File: config.mk
export PLATFORM = sky130hd
export DESIGN_NAME = thp_queue
export DESIGN_NICKNAME = d
export VERILOG_FILES = /design/src/thp_pkg.sv /design/src/thp_queue.sv
export SDC_FILE = /design/constraint.sdc
export NUM_CORES = 1
export LEC_CHECK = 0
export BUFFER_PORTS_ARGS = -buffer_cell sky130_fd_sc_hd__buf_4
export CORE_MARGIN = 4
export CORE_UTILIZATION = 34
export CTS_CLUSTER_SIZE = 12
export DETAILED_ROUTE_END_ITERATION = 8
export GPL_TIMING_DRIVEN = 1
export HOLD_SLACK_MARGIN = 0.15
export PLACE_DENSITY_LB_ADDON = 0.12
export SETUP_SLACK_MARGIN = 0.5
export SLEW_MARGIN = 5
export SYNTH_ARGS = -nofsm -noshare
export SYNTH_HDL_FRONTEND = slang
export SYNTH_SLANG_ARGS = --single-unit
File: constraint.sdc
create_clock -name clk -period 4.35 [get_ports clk]
set_clock_uncertainty 0.2 [all_clocks]
set_input_delay 0.87 -clock clk [delete_from_list [all_inputs] [get_ports clk]]
set_output_delay 0.87 -clock clk [all_outputs]
set_load 0.05 [all_outputs]
File: src/thp_pkg.sv
package thp_pkg;

  // configuration register indexes
  localparam int unsigned CFG_IDX_W = 3;
  localparam logic [CFG_IDX_W-1:0] REG_TEMP_CAL   = 3'd0;
  localparam logic [CFG_IDX_W-1:0] REG_PRESS_LOW  = 3'd1;
  localparam logic [CFG_IDX_W-1:0] REG_PRESS_HIGH = 3'd2;
  localparam logic [CFG_IDX_W-1:0] REG_PRESS_NINE = 3'd3;
  localparam logic [CFG_IDX_W-1:0] REG_HUM_CAL    = 3'd4;

  // humidity ceiling before the final shift (100 %RH)
  localparam logic [31:0] HUM_MAX = 32'd419430400;

  // factory calibration words
  typedef struct packed {
    logic [47:0] temp_cal;
    logic [63:0] press_low;
    logic [63:0] press_high;
    logic [15:0] press_nine;
    logic [63:0] hum_cal;
  } cal_t;

  // one reading set after temperature compensation
  typedef struct packed {
    logic [31:0] tfine;
    logic [31:0] temp;
    logic [19:0] raw_p;
    logic [15:0] raw_h;
  } meas_t;

  // arithmetic shift right on 32-bit and 64-bit patterns
  function automatic logic [31:0] sra32(input logic [31:0] v, input logic [4:0] n);
    logic signed [31:0] s;
    s = $signed(v) >>> n;
    return s;
  endfunction

  function automatic logic [63:0] sra64(input logic [63:0] v, input logic [5:0] n);
    logic signed [63:0] s;
    s = $signed(v) >>> n;
    return s;
  endfunction

endpackage

File: src/thp_queue.sv
module thp_queue #(
  parameter int unsigned DEPTH = 4
) (
  input  logic           clk,
  input  logic           rst,
  input  logic           push,
  input  thp_pkg::meas_t push_data,
  output logic           full,
  input  logic           pop,
  output thp_pkg::meas_t head,
  output logic           head_valid
);
  import thp_pkg::*;

  localparam int unsigned IdxW = $clog2(DEPTH);
  localparam int unsigned CntW = $clog2(DEPTH + 1);

  meas_t           mem [DEPTH];
  logic [IdxW-1:0] wr_ptr;
  logic [IdxW-1:0] rd_ptr;
  logic [CntW-1:0] count;

  assign full       = (count == CntW'(DEPTH));
  assign head_valid = (count != '0);
  assign head       = mem[rd_ptr];

  always_ff @(posedge clk) begin
    if (push) begin
      mem[wr_ptr] <= push_data;
    end
  end

  // pointers wrap at DEPTH, count tracks occupancy
  always_ff @(posedge clk) begin
    if (rst) begin
      wr_ptr <= '0;
      rd_ptr <= '0;
      count  <= '0;
    end else begin
      if (push) begin
        wr_ptr <= (wr_ptr == IdxW'(DEPTH - 1)) ? '0 : wr_ptr + 1'b1;
      end
      if (pop) begin
        rd_ptr <= (rd_ptr == IdxW'(DEPTH - 1)) ? '0 : rd_ptr + 1'b1;
      end
      unique case ({push, pop})
        2'b10:   count <= count + 1'b1;
        2'b01:   count <= count - 1'b1;
        default: count <= count;
      endcase
    end
  end

endmodule

==> summary.md <==
| Metric | Value |
|---|---|
| Filler cells | `3,706` |
| Fin Setup TNS | `0 ns` |
| Final period utilization | `80.1%` |
| Crit path DAT | `2.42 ns` |
| Syn nets | `681` |
| First-pass GRT wire length | `47,400 um` |
| Cell Area, Synth | `15,000 um^2` |
| Commonest non-fill, non-tap cells in the layout | `edfxtp_1, buf_4, mux4_2` |
| Worst slew margin | `48.3%` |
| Drt wl/cell | `21.9 um` |
| Power density cells | `495 nW/um^2` |
| Post_cts resized | `0` |
| P_int | `6.90 mW` |
| Class of the worst hold path | `in2reg` |
| Die Ht | `218 um` |
| TritonCTS Buffers | `44` |
| Avg Cell Area, Syn | `26.3 um^2` |
| CP max FO | `39` |
| Switching share of power | `24.6%` |
| # diodes | `0` |
| Endpoints failing hold | `0` |
| Vias in the first global route | `7,522` |
| DP Wirelength | `19,300 um` |
| Drt pass-1 iters | `4` |
| Fin Hold WS | `0.307 ns` |
| Post-synthesis sequential area ratio | `81.4%` |
| Root Buffer | `clkbuf_16` |
| Yosys warns | `0` |
| Grt total ovfl | `0` |
| Status | `completed` |
| Commonest non-fill, non-tap cell in the layout | `edfxtp_1` |
| Clock sinks | `409` |
| DRC | `0` |
| Worst Setup End Kind | `output pin` |
| CTS tree | `yes` |
| Setup crit start kind | `flop` |
| Largest net degree at the start of global routing | `45` |
| Ports | `206` |
| Starting Density | `34.6%` |
| Clock slew at reported path FFs | `0.06 ns` |
| Part of the power in combinational logic | `13.0%` |
| Final Util | `42.8%` |
| F_max | `287 MHz` |
| Synth-to-Final Area Change | `23.6%` |
| Sequential cell area | `12,200 um^2` |
| Hold_buf cts | `0` |
| Slew Limit Fails | `0` |
| Layout cells sized above 1 | `45.0%` |
| Worst Setup Path Type | `reg2out` |
| Final setup fails | `0` |
| Worst-Margin Slew | `0.775 ns` |
| H-Tree Depth | `2` |
| All-layer global routing usage | `13.3%` |
| Die W | `218 um` |
| Final nets | `924` |
| Total Wirelength | `31,300 um` |
| Post-CTS Setup Bufs | `0` |
| CP required | `3.28 ns` |
| Clk_lat worst skew | `0.56 ns` |
| Vias/cell | `4.66` |
| Gp weighted congestion | `0.672` |
| Port Buffers | `205` |
| VDD IR-drop max | `0.290 mV` |
| Initial DRC count | `408` |
| Area of the multi-input gates | `2500 um^2` |
| Net Sw Power | `2.26 mW` |
| Mapped Cells | `570` |
| Clock share of power | `37.3%` |
| Post-DRT Antenna Nets | `0` |
| Antenna violations before repair | `3` |
| # rows | `76` |
| Full die area | `47,500 um^2` |
| Static leakage | `6.16 nW` |
| Yosys reg bits | `409` |
| CTS max path bufs | `3` |
| Vias | `6,666` |
| Core area | `43,300 um^2` |
| Final min period | `3.49 ns` |
| Distinct cell type count of the synthesized netlist | `19` |
| RSZ-0062 raised after global routing | `no` |
| Share of power burned in registers | `49.7%` |
| MaxCap Viol Count | `0` |
==> layout make-up <==
type	count	area share, %
sequential	409	65.9
inverter	7	0.142
tap	585	3.95
clock buffer	58	6.46
multi-input combinational	132	13.5
timing repair buffer	219	9.35
clock inverter	19	0.656
==> flip-flops by register name, indices dropped and copies added (netlist names), named ones only <==
signal  count
wr_ptr      2
rd_ptr      2
mem       400
count       3
==> through the flow <==
stage | setup WS [ns] | instance area, um^2 | instances | power [mW]
after global routing | 0.698 | 18500 | 1429 | 9.54
after CTS | 0.742 | 18500 | 1429 | 9.32
after floorplan | 0.501 | 15000 | 570 | 5.43
after global placement | 1.37 | 17200 | 1352 | 5.83
final | 0.864 | 18500 | 1429 | 9.15
after detailed placement | 1.36 | 17200 | 1352 | 5.85
==> path summary, 6_finish.rpt <==
| path | cells past startpoint | slack (ns) | start | end |
|---|---|---|---|---|
| hold / removal | 1 | 0.31 | push_data[15] | mem[3][15]$_DFFE_PP_ |
| setup / recovery | 3 | 0.86 | flop | head[27] |
| hold reg to reg | 2 | 0.33 | rd_ptr[1]$_SDFFE_PP0P_ | flop |
| setup reg to reg | 4 | 2.10 | wr_ptr[1]$_SDFFE_PP0P_ | mem[1][38]$_DFFE_PP_ |
==> synth_stat cells <==
| library cell | n | area share (%) |
|---|---|---|
| buf_2 | 10 | 0.33 |
| fa_1 | 1 | 0.13 |
| edfxtp_1 | 400 | 80 |
| buf_6 | 1 | 0.075 |
| nor3b_1 | 2 | 0.10 |
| and2_1 | 4 | 0.17 |
| buf_12 | 10 | 1.3 |
| mux4_2 | 100 | 15 |
| nor2_1 | 7 | 0.18 |
| dfxtp_1 | 9 | 1.2 |
| a21oi_1 | 4 | 0.13 |
| o21ai_0 | 1 | 0.033 |
| mux2i_1 | 2 | 0.13 |
| or3_1 | 2 | 0.084 |
| and3_1 | 1 | 0.042 |
| buf_1 | 1 | 0.025 |
| ha_1 | 6 | 0.50 |
| inv_1 | 7 | 0.18 |
| xor2_1 | 2 | 0.12 |
==> cells by family (layout without fill, tap and decap cells) <==
group                      after synthesis  in the layout  synth area share (%)
DFF                                    409            409                  81.4
muxes                                  102            102                  15.2
buffers and inverters                   29            303                  1.95
and+or+nand+nor                         16             16                 0.568
adders and majority gates                7              7                 0.635
AOI/OAI and AO/OA                        5              5                 0.167
xor gates and xnor gates                 2              2                 0.117
==> power groups by stage <==
stage	sequential (mW)	clock [mW]	combinational (mW)
3_3_place_gp	4.63	0	1.20
3_5_place_dp	4.64	0	1.21
6_report	4.55	3.41	1.19
4_1_cts	4.56	3.55	1.22
5_1_grt	4.56	3.72	1.25
2_1_floorplan	4.61	0	0.819
==> layer usage <==
layer / up-vias / GRT usage [%] / share of wire, %
met1: 3507 / 16.3 / 40
met3: 60 / 4.58 / 7.3
met2: 158 / 22.2 / 50
li1: 2935 / - / -
met5: - / 0 / 0.11
met4: 6 / 4.59 / 2.4
==> critical path: stages (launching register included) <==
cell	delay, ns
dfxtp_4	0.76
buf_4	0.47
mux4_2	0.38
buf_4	0.21
Note: power is estimated with default switching activity, not from simulation.
