File: src/thp_pkg.sv
package thp_pkg;

  // configuration register indexes
  localparam int unsigned CFG_IDX_W = 3;
  localparam logic [CFG_IDX_W-1:0] REG_TEMP_CAL   = 3'd0;
  localparam logic [CFG_IDX_W-1:0] REG_PRESS_LOW  = 3'd1;
  localparam logic [CFG_IDX_W-1:0] REG_PRESS_HIGH = 3'd2;
  localparam logic [CFG_IDX_W-1:0] REG_PRESS_NINE = 3'd3;
  localparam logic [CFG_IDX_W-1:0] REG_HUM_CAL    = 3'd4;

  // humidity ceiling before the final shift (100 %RH)
  localparam logic [31:0] HUM_MAX = 32'd419430400;

  // factory calibration words
  typedef struct packed {
    logic [47:0] temp_cal;
    logic [63:0] press_low;
    logic [63:0] press_high;
    logic [15:0] press_nine;
    logic [63:0] hum_cal;
  } cal_t;

  // one reading set after temperature compensation
  typedef struct packed {
    logic [31:0] tfine;
    logic [31:0] temp;
    logic [19:0] raw_p;
    logic [15:0] raw_h;
  } meas_t;

  // arithmetic shift right on 32-bit and 64-bit patterns
  function automatic logic [31:0] sra32(input logic [31:0] v, input logic [4:0] n);
    logic signed [31:0] s;
    s = $signed(v) >>> n;
    return s;
  endfunction

  function automatic logic [63:0] sra64(input logic [63:0] v, input logic [5:0] n);
    logic signed [63:0] s;
    s = $signed(v) >>> n;
    return s;
  endfunction

endpackage

File: src/thp_if.sv
interface thp_in_if;
  logic        valid;
  logic        ready;
  logic [19:0] adc_temp;
  logic [19:0] adc_press;
  logic [15:0] adc_hum;
  modport source (output valid, output adc_temp, output adc_press,
                  output adc_hum, input ready);
  modport sink (input valid, input adc_temp, input adc_press,
                input adc_hum, output ready);
endinterface


File: src/thp_front.sv
module thp_front (
  input  logic           clk,
  input  logic           rst,
  thp_in_if.sink         sample,
  input  thp_pkg::cal_t  cal,
  input  logic           full,
  output logic           push,
  output thp_pkg::meas_t push_data
);
  import thp_pkg::*;

  localparam int unsigned Stages = 5;

  logic [Stages:1] vld;
  logic            adv;

  logic        [15:0] t1;
  logic signed [15:0] t2;
  logic signed [15:0] t3;

  logic signed [17:0] f1_df;
  logic signed [16:0] f1_d2;
  logic signed [33:0] f2_v1p;
  logic signed [33:0] f2_sq;
  logic        [31:0] f3_v1;
  logic        [31:0] f3_v2p;
  logic        [31:0] f4_tfine;
  logic        [31:0] f5_tfine;
  logic        [31:0] f5_temp;
  logic        [19:0] rp [1:Stages];
  logic        [15:0] rh [1:Stages];

  assign t1 = cal.temp_cal[15:0];
  assign t2 = $signed(cal.temp_cal[31:16]);
  assign t3 = $signed(cal.temp_cal[47:32]);

  // whole front stalls only when its last stage cannot drain
  assign adv          = !vld[Stages] || !full;
  assign sample.ready = adv;
  assign push         = vld[Stages] && !full;
  assign push_data    = '{tfine: f5_tfine, temp: f5_temp, raw_p: rp[Stages], raw_h: rh[Stages]};

  always_ff @(posedge clk) begin
    if (rst) begin
      vld <= '0;
    end else if (adv) begin
      vld <= {vld[Stages-1:1], sample.valid};
    end
  end

  // temperature compensation pipeline
  always_ff @(posedge clk) begin
    if (adv) begin
      f1_df    <= $signed({1'b0, sample.adc_temp[19:3]}) - $signed({1'b0, t1, 1'b0});
      f1_d2    <= $signed({1'b0, sample.adc_temp[19:4]}) - $signed({1'b0, t1});
      f2_v1p   <= f1_df * t2;
      f2_sq    <= f1_d2 * f1_d2;
      f3_v1    <= sra32(f2_v1p[31:0], 5'd11);
      f3_v2p   <= sra32(f2_sq[31:0], 5'd12) * {{16{t3[15]}}, t3};
      f4_tfine <= f3_v1 + sra32(f3_v2p, 5'd14);
      f5_tfine <= f4_tfine;
      f5_temp  <= sra32(f4_tfine + {f4_tfine[29:0], 2'b00} + 32'd128, 5'd8);
      rp[1]    <= sample.adc_press;
      rh[1]    <= sample.adc_hum;
      for (int i = 2; i <= Stages; i++) begin
        rp[i] <= rp[i-1];
        rh[i] <= rh[i-1];
      end
    end
  end

endmodule

File: src/flat_wrapper.sv
// flat-port wrapper written by rule: the top's interface ports become plain ports
module thp_front_flat import thp_pkg::*;
  (clk, rst, cal, full, push, push_data, sample_valid, sample_adc_temp, sample_adc_press, sample_adc_hum, sample_ready);
  thp_in_if sample_i ();
  input  logic clk;
  input  logic rst;
  input  thp_pkg::cal_t cal;
  input  logic full;
  output logic push;
  output thp_pkg::meas_t push_data;
  input wire logic [$bits(sample_i.valid)-1:0] sample_valid;
  input wire logic [$bits(sample_i.adc_temp)-1:0] sample_adc_temp;
  input wire logic [$bits(sample_i.adc_press)-1:0] sample_adc_press;
  input wire logic [$bits(sample_i.adc_hum)-1:0] sample_adc_hum;
  output wire logic [$bits(sample_i.ready)-1:0] sample_ready;
  assign sample_i.valid = sample_valid;
  assign sample_i.adc_temp = sample_adc_temp;
  assign sample_i.adc_press = sample_adc_press;
  assign sample_i.adc_hum = sample_adc_hum;
  assign sample_ready = sample_i.ready;
  thp_front u_core (.clk(clk), .rst(rst), .sample(sample_i), .cal(cal), .full(full), .push(push), .push_data(push_data));
endmodule
File: config.mk
export PLATFORM = sky130hd
export DESIGN_NAME = thp_front_flat
export DESIGN_NICKNAME = d
export VERILOG_FILES = /design/src/thp_pkg.sv /design/src/thp_if.sv /design/src/thp_front.sv /design/src/flat_wrapper.sv
export SDC_FILE = /design/constraint.sdc
export NUM_CORES = 2
export LEC_CHECK = 0
export ABC_AREA = 1
export BUFFER_PORTS_ARGS = -buffer_cell sky130_fd_sc_hd__clkbuf_2
export CORE_MARGIN = 10
export CORE_UTILIZATION = 35
export CTS_CLUSTER_SIZE = 12
export DETAILED_ROUTE_END_ITERATION = 10
export PLACE_DENSITY_LB_ADDON = 0.12
export SLEW_MARGIN = 5
export SYNTH_ARGS = -nofsm -noshare
export SYNTH_HDL_FRONTEND = slang
export SYNTH_SLANG_ARGS = --single-unit
export TNS_END_PERCENT = 50
File: constraint.sdc
create_clock -name clk -period 11.8 [get_ports clk]
set_input_delay 2.36 -clock clk [delete_from_list [all_inputs] [get_ports clk]]
set_output_delay 2.36 -clock clk [all_outputs]
set_load 0.01 [all_outputs]
==> flow_summary.ini <==
[status]
status = complete, no violations

[routing]
dr_wl_met2_um = 56400
avgViaCountPerCell = 4.50
postRouteAntennaNets = 0
drtPass1Iterations = 5
vias = 32200
wl_um = 114000
drc_errors = 0
top_layer = met5
wl_per_cell_um = 15.9
wl_met1_um = 50200
wl_met3_um = 4660
drt_iter0_markers = 1605

[sta]
drv_slew = 0
finalHoldViolCount = 0
period_share = 0.672
setup_viol = 0
tns_ns = 0
max_freq_ghz = 0.126
tightest_slew_ns = 0.993
rsz0062_at_grt = false
slew_headroom = 0.338
timing.final.crit_period_ns = 7.93
fin_worst_skew_ns = 0.0247

[die]
fp-row-count = 134
die_y_um = 386
ios = 418
dieArea_sq_um = 149000
initial_core_util = 0.352
coreArea_sq_um = 133000
die_x_um = 386

[clock_tree]
cts_buffers = 42
clockRootBuffer = clkbuf_16
clock_latency_ns = 0.61
ctsHoldBuffers = 0
postCtsSetupBuffers = 0
cts_resized = 0
cts_buffer_depth = 3
cts_max_level = 2
cts_tree = done
cts.sinks = 351
clk_pin_slew_ns = 0.07

[synth]
synth_fp_nets = 6743
synth_area_sq_um = 46900
async_reset_ff_frac = 0
synthFlopType = edfxtp_1
seq_area_frac_synth = 0.224
synthCells = 5290
yosysWarnings = 0
synth_edf_count = 346
ys_types = 47
synth-seq-cells = 351
syn_avg_cell_area_sq_um = 8.86

[hold_path]
worstHoldPathType = register to register

[grt]
first_global_vias = 35100
track_usage = 0.158
grt_pass1_wl_um = 187000
grt_antenna_before_repair = 7
gr-total-overflow = 0
grt_max_degree = 116

[critical_path]
slowest_delay_ns = 0.77
slowest_stage = fa_1
end_kind = register
path_cells = clkbuf_2 -> nand2_1 -> inv_1 -> fa_1 -> inv_1 -> fa_1 -> inv_1 -> fa_1 -> fa_1 -> fa_1 -> fa_1 -> ha_1 -> a21oi_1 -> inv_1 -> nor2_1 -> nor2_1 -> nor2_1 -> nand2_1 -> a21oi_1 -> inv_1 -> nand2_1 -> nand2_1
worst_ep_arrival_time_ns = 8.28
path_delay_family = adder cells
start_kind = primary input
cpMostUsedCell = fa_1
path_max_fanout = 17
critPathKind = primary input to register
cp_num_buf_inv = 6
required_ns = 12.15

[cells_and_area]
final_cell_mix = inv_1, nand2_1, fa_1, edfxtp_1, ha_1
nets = 6802
final_layout_size_suffix_gt1_frac = 0.0602
area_growth_syn_to_layout_pct = 8.04
fin_area_sq_um = 50600
layout_commonest_cell = inv_1

[job]
max_cap_viol_count = 0

[placement]
hpwl_um = 92300
post_dp_cell_area_sq_um = 49300
gp_congestion = 0.857
port_buffers = 206
## synth_stat cells, drive strengths merged (2+ instances only)
library cell / instances / area [sq um]
a211oi: 2 / 15.0
a21boi: 9 / 67.6
a21o: 21 / 158
a21oi: 162 / 811
a31o: 2 / 17.5
a31oi: 7 / 43.8
and2: 5 / 31.3
buf: 77 / 508
clkbuf: 136 / 512
dfxtp: 5 / 100
edfxtp: 346 / 10400
fa: 816 / 16300
ha: 321 / 4020
inv: 1532 / 5750
nand2: 1213 / 4580
nand3: 118 / 601
nand3b: 5 / 37.5
nand4: 16 / 100
nor2: 214 / 811
nor3: 32 / 165
nor4: 6 / 43.8
o211ai: 9 / 72.6
o21a: 7 / 52.6
o21ai: 75 / 379
o21bai: 23 / 173
o31ai: 2 / 15.0
or2: 12 / 75.1
xnor2: 28 / 245
xor2: 86 / 753
## metrics by stage
stage                     setup WS, ns  utilization  hold slack [ns]  instances
after global placement            3.33        0.370            0.400       7073
after CTS                         3.94        0.380            0.394       7150
after floorplan                   2.95            -            0.400       5290
after detailed placement          3.31        0.370            0.405       7073
final                             3.87        0.380            0.400       7153
after global routing              3.48        0.380            0.403       7150
## routing by layer
metal | up-vias | track usage
met5 | - | 0
met4 | 6 | 0.0329
met3 | 117 | 0.0189
met2 | 525 | 0.278
met1 | 16000 | 0.207
li1 | 15600 | -
## logic make-up (layout without fill, tap and decap cells)
logic type | count (synthesis) | in the layout | synth area share
simple gates | 1622 | 1622 | 0.138
other cells | 0 | 3 | 0
flops | 351 | 351 | 0.224
fa+ha+maj | 1137 | 1137 | 0.434
xor+xnor | 114 | 114 | 0.0213
buf+inv | 1745 | 1837 | 0.144
compound gates | 321 | 321 | 0.0389
## worst paths after layout
kind	start	to	slack (ns)	depth (start not counted)
hold / removal	u_core.rh[0][77]$_DFFE_PP_	u_core.rh[0][93]$_DFFE_PP_	0.40	0
hold reg to reg	u_core.rh[0][77]$_DFFE_PP_	u_core.rh[0][93]$_DFFE_PP_	0.40	0
setup / recovery	cal[225]	u_core.f2_v1p[31]$_DFFE_PP_	3.87	22
setup reg to reg	u_core.f1_d2[16]$_DFFE_PP_	u_core.f2_sq[31]$_DFFE_PP_	4.87	20
## sequential cells by signal, indices dropped and copies added, names as in the netlist
register / count
u_core.f5_tfine: 22
u_core.f2_sq: 20
u_core.f3_v2p: 18
u_core.f4_tfine: 22
u_core.f5_temp: 24
u_core.f3_v1: 21
u_core.vld: 5
u_core.rp: 100
u_core.f1_d2: 17
u_core.f2_v1p: 21
u_core.f1_df: 1
u_core.rh: 80
## layout make-up
cell class	instances	area, sq um
Inverter	1532	5750
Tap cell	1768	2210
Sequential cell	351	10500
Antenna cell	3	7.51
Multi-Input combinational cell	3194	29600
Clock inverter	25	235
Clock buffer	52	1110
Timing Repair Buffer	228	1210
Fill cell	13800	82600
## worst register-to-register path, delay by kind of cell, from the launching register on
kind | cells | cell delay (ns)
compound gates | 3 | 0.57
fa+ha+maj | 7 | 3.85
buf+inv | 4 | 0.77
flops | 1 | 0.68
simple gates | 6 | 0.76
Power is left out: the tool's default activity adds up to more than one toggle a clock period on the data nets, which glitch-free logic cannot reach.
